==> config.mk <==
export PLATFORM = sky130hd
export DESIGN_NAME = fes_queue
export DESIGN_NICKNAME = d
export VERILOG_FILES = /design/src/fes_pkg.sv /design/src/fes_queue.sv
export SDC_FILE = /design/constraint.sdc
export NUM_CORES = 2
export LEC_CHECK = 0
export BUFFER_PORTS_ARGS = -buffer_cell sky130_fd_sc_hd__buf_2
export CAP_MARGIN = 25
export CORE_UTILIZATION = 50
export CTS_CLUSTER_DIAMETER = 100
export DETAILED_ROUTE_END_ITERATION = 10
export PLACE_DENSITY = 0.67
export REMOVE_ABC_BUFFERS = 1
export SYNTH_ARGS = -nofsm -noshare
export SYNTH_HDL_FRONTEND = slang
export SYNTH_SLANG_ARGS = --single-unit
==> constraint.sdc <==
create_clock -name clk -period 23.2 [get_ports clk]
set_input_delay 4.64 -clock clk [delete_from_list [all_inputs] [get_ports clk]]
set_output_delay 4.64 -clock clk [all_outputs]
set_load 0.02 [all_outputs]
==> src/fes_pkg.sv <==
// shared types, constants and helper functions of the frenet error unit
// no dependencies; every other file imports this package
`default_nettype none

package fes_pkg;

    localparam int FRAC_BITS    = 16;
    localparam int CORDIC_STEPS = 20;
    localparam int T_BITS       = 30;
    localparam int TRIG_BITS    = 28;
    localparam int ANG_BITS     = 29;

    localparam int D_W     = 33;
    localparam int LEN_W   = 66;
    localparam int DOT_W   = 67;
    localparam int T_W     = T_BITS + 1;
    localparam int PSI_W   = 34;
    localparam int DXY_W   = 34;
    localparam int WRAP_W  = 36;
    localparam int PI_W    = FRAC_BITS + 3;
    localparam int TRIG_W  = 32;

    localparam longint PI_Q61      = 64'sd7244019458077122842;
    localparam longint PI_RAW      = (PI_Q61 + (longint'(1) <<< (60 - FRAC_BITS)))
                                     >>> (61 - FRAC_BITS);
    localparam longint PI_Q29      = (PI_Q61 + (longint'(1) <<< 31)) >>> 32;
    localparam longint HALF_PI_Q29 = (PI_Q61 + (longint'(1) <<< 32)) >>> 33;
    localparam longint TWO_PI_RAW  = 2 * PI_RAW;
    localparam longint WRAP_RECIP  = (longint'(1) <<< WRAP_W) / TWO_PI_RAW;
    localparam longint LEN_MIN     = (longint'(1) <<< (2 * FRAC_BITS))
                                     / 64'sd1000000000000;
    localparam longint GAIN_Q28    = 163008218;

    localparam int QDEPTH       = 8;
    localparam int QAW          = 3;
    localparam int QCW          = 4;
    localparam int FRONT_STAGES = 4;
    localparam int DIV_STAGES   = T_BITS;

    typedef struct packed {
        logic signed [31:0] pos_x;
        logic signed [31:0] pos_y;
        logic signed [31:0] pos_heading;
        logic signed [31:0] seg_start_x;
        logic signed [31:0] seg_start_y;
        logic signed [31:0] seg_end_x;
        logic signed [31:0] seg_end_y;
        logic signed [31:0] seg_start_heading;
        logic signed [31:0] seg_end_heading;
    } fes_in_t;

    typedef struct packed {
        logic signed [31:0] lateral_error;
        logic signed [31:0] heading_error;
    } fes_out_t;

    typedef enum logic [1:0] {
        T_ZERO,
        T_ONE,
        T_DIV
    } fes_tmode_t;

    // one classified item between front and back
    typedef struct packed {
        fes_tmode_t              mode;
        logic [LEN_W-1:0]        len2;
        logic [LEN_W-1:0]        rem;
        logic signed [D_W-1:0]   abx;
        logic signed [D_W-1:0]   aby;
        logic signed [D_W-1:0]   apx;
        logic signed [D_W-1:0]   apy;
        logic signed [31:0]      h0;
        logic signed [31:0]      th;
        logic signed [PI_W-1:0]  dh;
    } fes_job_t;

    typedef struct packed {
        logic           empty;
        logic           full;
        logic [QCW-1:0] count;
    } fes_qstat_t;

    // floor(n / d) for non-negative n and positive d by shift and subtract
    function automatic longint div_floor(input longint n, input longint d);
        longint q;
        longint r;
        q = 0;
        r = 0;
        for (int b = 62; b >= 0; b--)
        begin
            r = (r <<< 1) | ((n >>> b) & longint'(1));
            q = q <<< 1;
            if (r >= d)
            begin
                r = r - d;
                q = q | longint'(1);
            end
        end
        return q;
    endfunction

    // atan(2^-i) in Q29 from a truncated series, evaluated at elaboration
    function automatic longint atan_q29(input int i);
        longint acc;
        longint term;
        int     e;
        acc = 0;
        if (i == 0)
            return ((PI_Q61 >>> 2) + (longint'(1) <<< 31)) >>> 32;
        for (int k = 0; k < 64; k++)
        begin
            e = 61 - i * (2 * k + 1);
            if (e < 0)
                break;
            term = div_floor(longint'(1) <<< e, longint'(2 * k + 1));
            acc  = ((k & 1) != 0) ? acc - term : acc + term;
        end
        return (acc + (longint'(1) <<< 31)) >>> 32;
    endfunction

    // shift right by s, rounding half away from zero
    function automatic logic signed [71:0] rnd_shift(input logic signed [71:0] v,
                                                     input int s);
        logic [71:0] m;
        m = v[71] ? (~v + 72'd1) : v;
        m = (m + (72'd1 << (s - 1))) >> s;
        return v[71] ? -$signed(m) : $signed(m);
    endfunction

endpackage

`default_nettype wire

==> src/fes_queue.sv <==
// short item queue between front and back; the back drains it every cycle
// depends on fes_pkg
`default_nettype none

module fes_queue
    import fes_pkg::*;
(
    input  logic       clk,
    input  logic       rst_n,
    input  logic       push,
    input  fes_job_t   wdata,
    output logic       rvalid,
    output fes_job_t   rdata,
    output fes_qstat_t stat
);

    fes_job_t       mem_reg [QDEPTH];
    logic [QAW-1:0] wr_ptr_reg, rd_ptr_reg;
    logic [QCW-1:0] count_reg, count_next;
    logic           pop;

    assign pop    = (count_reg != '0);
    assign rvalid = pop;
    assign rdata  = mem_reg[rd_ptr_reg];

    always_comb
    begin
        case ({push, pop})
            2'b10:   count_next = count_reg + QCW'(1);
            2'b01:   count_next = count_reg - QCW'(1);
            default: count_next = count_reg;
        endcase
    end

    always_ff @(posedge clk)
    begin
        if (push)
            mem_reg[wr_ptr_reg] <= wdata;
    end

    always_ff @(posedge clk or negedge rst_n)
    begin
        if (!rst_n)
        begin
            wr_ptr_reg <= '0;
            rd_ptr_reg <= '0;
            count_reg  <= '0;
        end
        else
        begin
            if (push)
                wr_ptr_reg <= wr_ptr_reg + QAW'(1);
            if (pop)
                rd_ptr_reg <= rd_ptr_reg + QAW'(1);
            count_reg <= count_next;
        end
    end

    assign stat.empty = (count_reg == '0);
    assign stat.full  = (count_reg == QCW'(QDEPTH));
    assign stat.count = count_reg;

endmodule

`default_nettype wire

==> summary.md <==
| Metric | Value |
|---|---|
| DRT Wirelength | 220 mm |
| Number of synthesized flops with an enable pin | 2792 |
| Post-DP HPWL | 121 mm |
| Worst Skew | 0.0449 ns |
| Synth top area share | 79.8% |
| Cells after Synth | 4090 |
| # port buffers | 707 |
| WP data required | 18.56 ns |
| CORE AREA | 0.208 mm2 |
| CTS tree | done |
| Io pins | 708 |
| Initial DRC count | 4108 |
| DR WL/cell | 27.4 um |
| Detailed-route via count | 46419 |
| Clock share of power | 27.7% |
| Worst Setup Start Kind | flop |
| Final period util | 47.1% |
| Psw | 0.00494 W |
| FFs w/ async S/R, synth | 0.357% |
| Seq pwr share | 40.8% |
| Most frequent cell after synthesis | edfxtp_1 |
| Post-synthesis cell type count | 24 |
| Post-Route Utilization | 58.3% |
| Area grow syn2layout | 15.4% |
| Longest Clk Path Bufs | 4 |
| Commonest cells post-synth | 2792 x edfxtp_1, 698 x mux4_2, 350 x mux2_2 |
| Max incr delay on CP | 0.86 ns |
| Detailed-route DRC error count | 0 |
| CTS H-tree depth | 5 |
| Setup CP Type | reg -> out |
| Setup Buffers After CTS | 0 |
| CP endpoint kind | output port |
| CP Max Fanout | 98 |
| Seq cells post-synth | 2802 |
| Die extent in x | 460 um |
| Area contributors post-synth | edfxtp_1 80%, mux4_2 15%, mux2_2 3.8% |
| Layout cell share with drive strength beyond 1 | 42.8% |
| Outcome | completed |
| GRT overflow | 0 |
| Cell Pwr Density | 132 mW/mm2 |
| CP max-delay cell | dfrtp_4 |
| Placed Cells | 7464 |
| Syn Std Cell Area | 0.105 mm2 |
| Final Hold Fails | 0 |
| Initial Utilization | 50.5% |
| Final min period | 10.93 ns |
| Min-Delay Path Class | reg -> reg |
| Peak Freq | 0.0915 GHz |
| Global-route wire length before repair | 322 mm |
| Sw Share | 30.8% |
| Critical path, cell by cell | buf_4 > buf_4 > buf_12 > buf_12 > mux4_2 > mux2_2 > buf_2 |
| # clock sinks | 2802 |
| Final setup viols | 0 |
| Clk_lat worst skew | 0.90 ns |
| Max FFs per register | 2792 |
| Max Cap Violations | 0 |
| # hold bufs at CTS | 0 |
| Power, Total | 0.0160 W |
| Largest net degree at the start of global routing | 161 |
| Final hold slack | 0.539 ns |
| Prevailing post-synth register cell | edfxtp_1 |
| Relative slew slack | 27.8% |
| Leak | 39.1 nW |
| Synthesis Warnings | 0 |
| GPL Wtd Cong | 0.762 |
| Arrival @ worst endpoint | 6.29 ns |
| Syn avg cell area | 25.7 um2 |
| Peak supply drop | 0.153 mV |
| Drt pass-1 iters | 5 |
| RSZ-0062 raised after global routing | false |
| DIE AREA | 0.212 mm2 |
| Fin cells | 8028 |
| Seq/Total Area, Yosys | 80.0% |
| Vias in the first global route | 48064 |
| Total GRT Usage | 20.8% |
| Die H | 460 um |
| Worst slew pin tran | 1.08 ns |
| Max-slew violation count | 0 |
| Gate power share | 31.5% |
| Internal power | 0.0111 W |
| ANT nets after route | 0 |
| Nets | 5336 |
| Cell taking the most area after synthesis | edfxtp_1 |
| Clock root buffer | clkbuf_16 |
| Initial antenna violation count | 109 |
| Clk slew on worst S/H paths | 0.06 ns |
| Post_cts resized | 0 |
| CTS buffer count | 300 |
| DR vias/cell | 5.78 |
| Row cnt | 167 |
-- logic make-up after synthesis --
group                      Yosys count  synth area share [%]
AOI/OAI and AO/OA                    3                0.0179
xor gates and xnor gates             8                0.0667
adders and majority gates            5                0.0667
buffers and inverters              200                 0.971
DFF                               2802                  80.0
muxes                             1049                  18.7
and+or+nand+nor                     23                 0.102
-- layer usage --
metal | part of all wire [%] | vias to the layer above | global-route usage, %
li1 | - | 19540 | -
met1 | 40 | 24750 | 28.3
met2 | 48 | 1521 | 32.0
met3 | 9.0 | 502 | 6.56
met4 | 3.1 | 106 | 6.94
met5 | 0.30 | - | 0
-- worst paths after layout --
check                                           from                   endpoint  slack [ns]  cells past startpoint
hold / removal              count_reg[3]$_DFFE_PN0P_   count_reg[3]$_DFFE_PN0P_        0.54                      1
hold reg to reg             count_reg[3]$_DFFE_PN0P_   count_reg[3]$_DFFE_PN0P_        0.54                      1
setup reg to reg           wr_ptr_reg[1]$_DFFE_PN0P_   mem_reg[1][23]$_DFFE_PP_       18.08                      6
max in group asynchronous                      rst_n  rd_ptr_reg[1]$_DFFE_PN0N_       19.38                      1
setup / recovery           rd_ptr_reg[0]$_DFFE_PN0N_                  rdata[60]       12.27                      7
min in group asynchronous                      rst_n   count_reg[0]$_DFFE_PN0P_        3.60                      1
-- worst max-delay path, delay by kind of cell, from the launching register on --
family | cells | cell delay, ns
multiplexers | 2 | 0.93
flip-flops | 1 | 0.86
buffers and inverters | 5 | 3.11
-- power groups by stage --
stage	Combinational, W	Clock, W	Sequential, W
2_1_floorplan	0.00573	0	0.00753
3_3_place_gp	0.00512	0	0.00662
3_5_place_dp	0.00514	0	0.00665
4_1_cts	0.00516	0.00454	0.00655
5_1_grt	0.00537	0.00473	0.00660
6_report	0.00505	0.00444	0.00654
-- final cells by class --
| type | instances | area, um2 |
|---|---|---|
| clock inverter | 138 | 1090 |
| timing repair buffer | 782 | 4370 |
| antenna | 52 | 130 |
| fill | 14572 | 86700 |
| multi-input combinational | 1088 | 20000 |
| clock buffer | 373 | 7970 |
| inverter | 5 | 18.8 |
| sequential | 2802 | 84100 |
| tap | 2788 | 3490 |
-- per-stage QoR --
stage	setup slack, ns	instance area [um2]	TNS, ns
detailed placement	13.00	112000	0
finish	12.27	121000	0
global placement	13.03	112000	0
floorplan	-9.21	104000	-7740.30
CTS	11.99	121000	0
global route	11.66	121000	0
-- cell usage in the layout, fill, tap and decap left out, types with 3 or more instances in the layout --
| master | instances |
|---|---|
| diode_2 | 52 |
| buf_4 | 55 |
| clkbuf_16 | 309 |
| clkbuf_1 | 64 |
| xor2_1 | 4 |
| mux4_2 | 698 |
| dfrtp_1 | 7 |
| nor2_4 | 6 |
| edfxtp_1 | 2792 |
| clkinv_2 | 38 |
| buf_16 | 3 |
| clkinv_1 | 69 |
| buf_2 | 707 |
| dfrtp_4 | 3 |
| ha_1 | 4 |
| inv_6 | 8 |
| xnor2_1 | 4 |
| mux2_2 | 350 |
| nand2_1 | 7 |
| bufinv_16 | 17 |
| buf_12 | 17 |
| nand2b_1 | 3 |
| inv_1 | 5 |
Note: power is estimated with default switching activity, not from simulation.
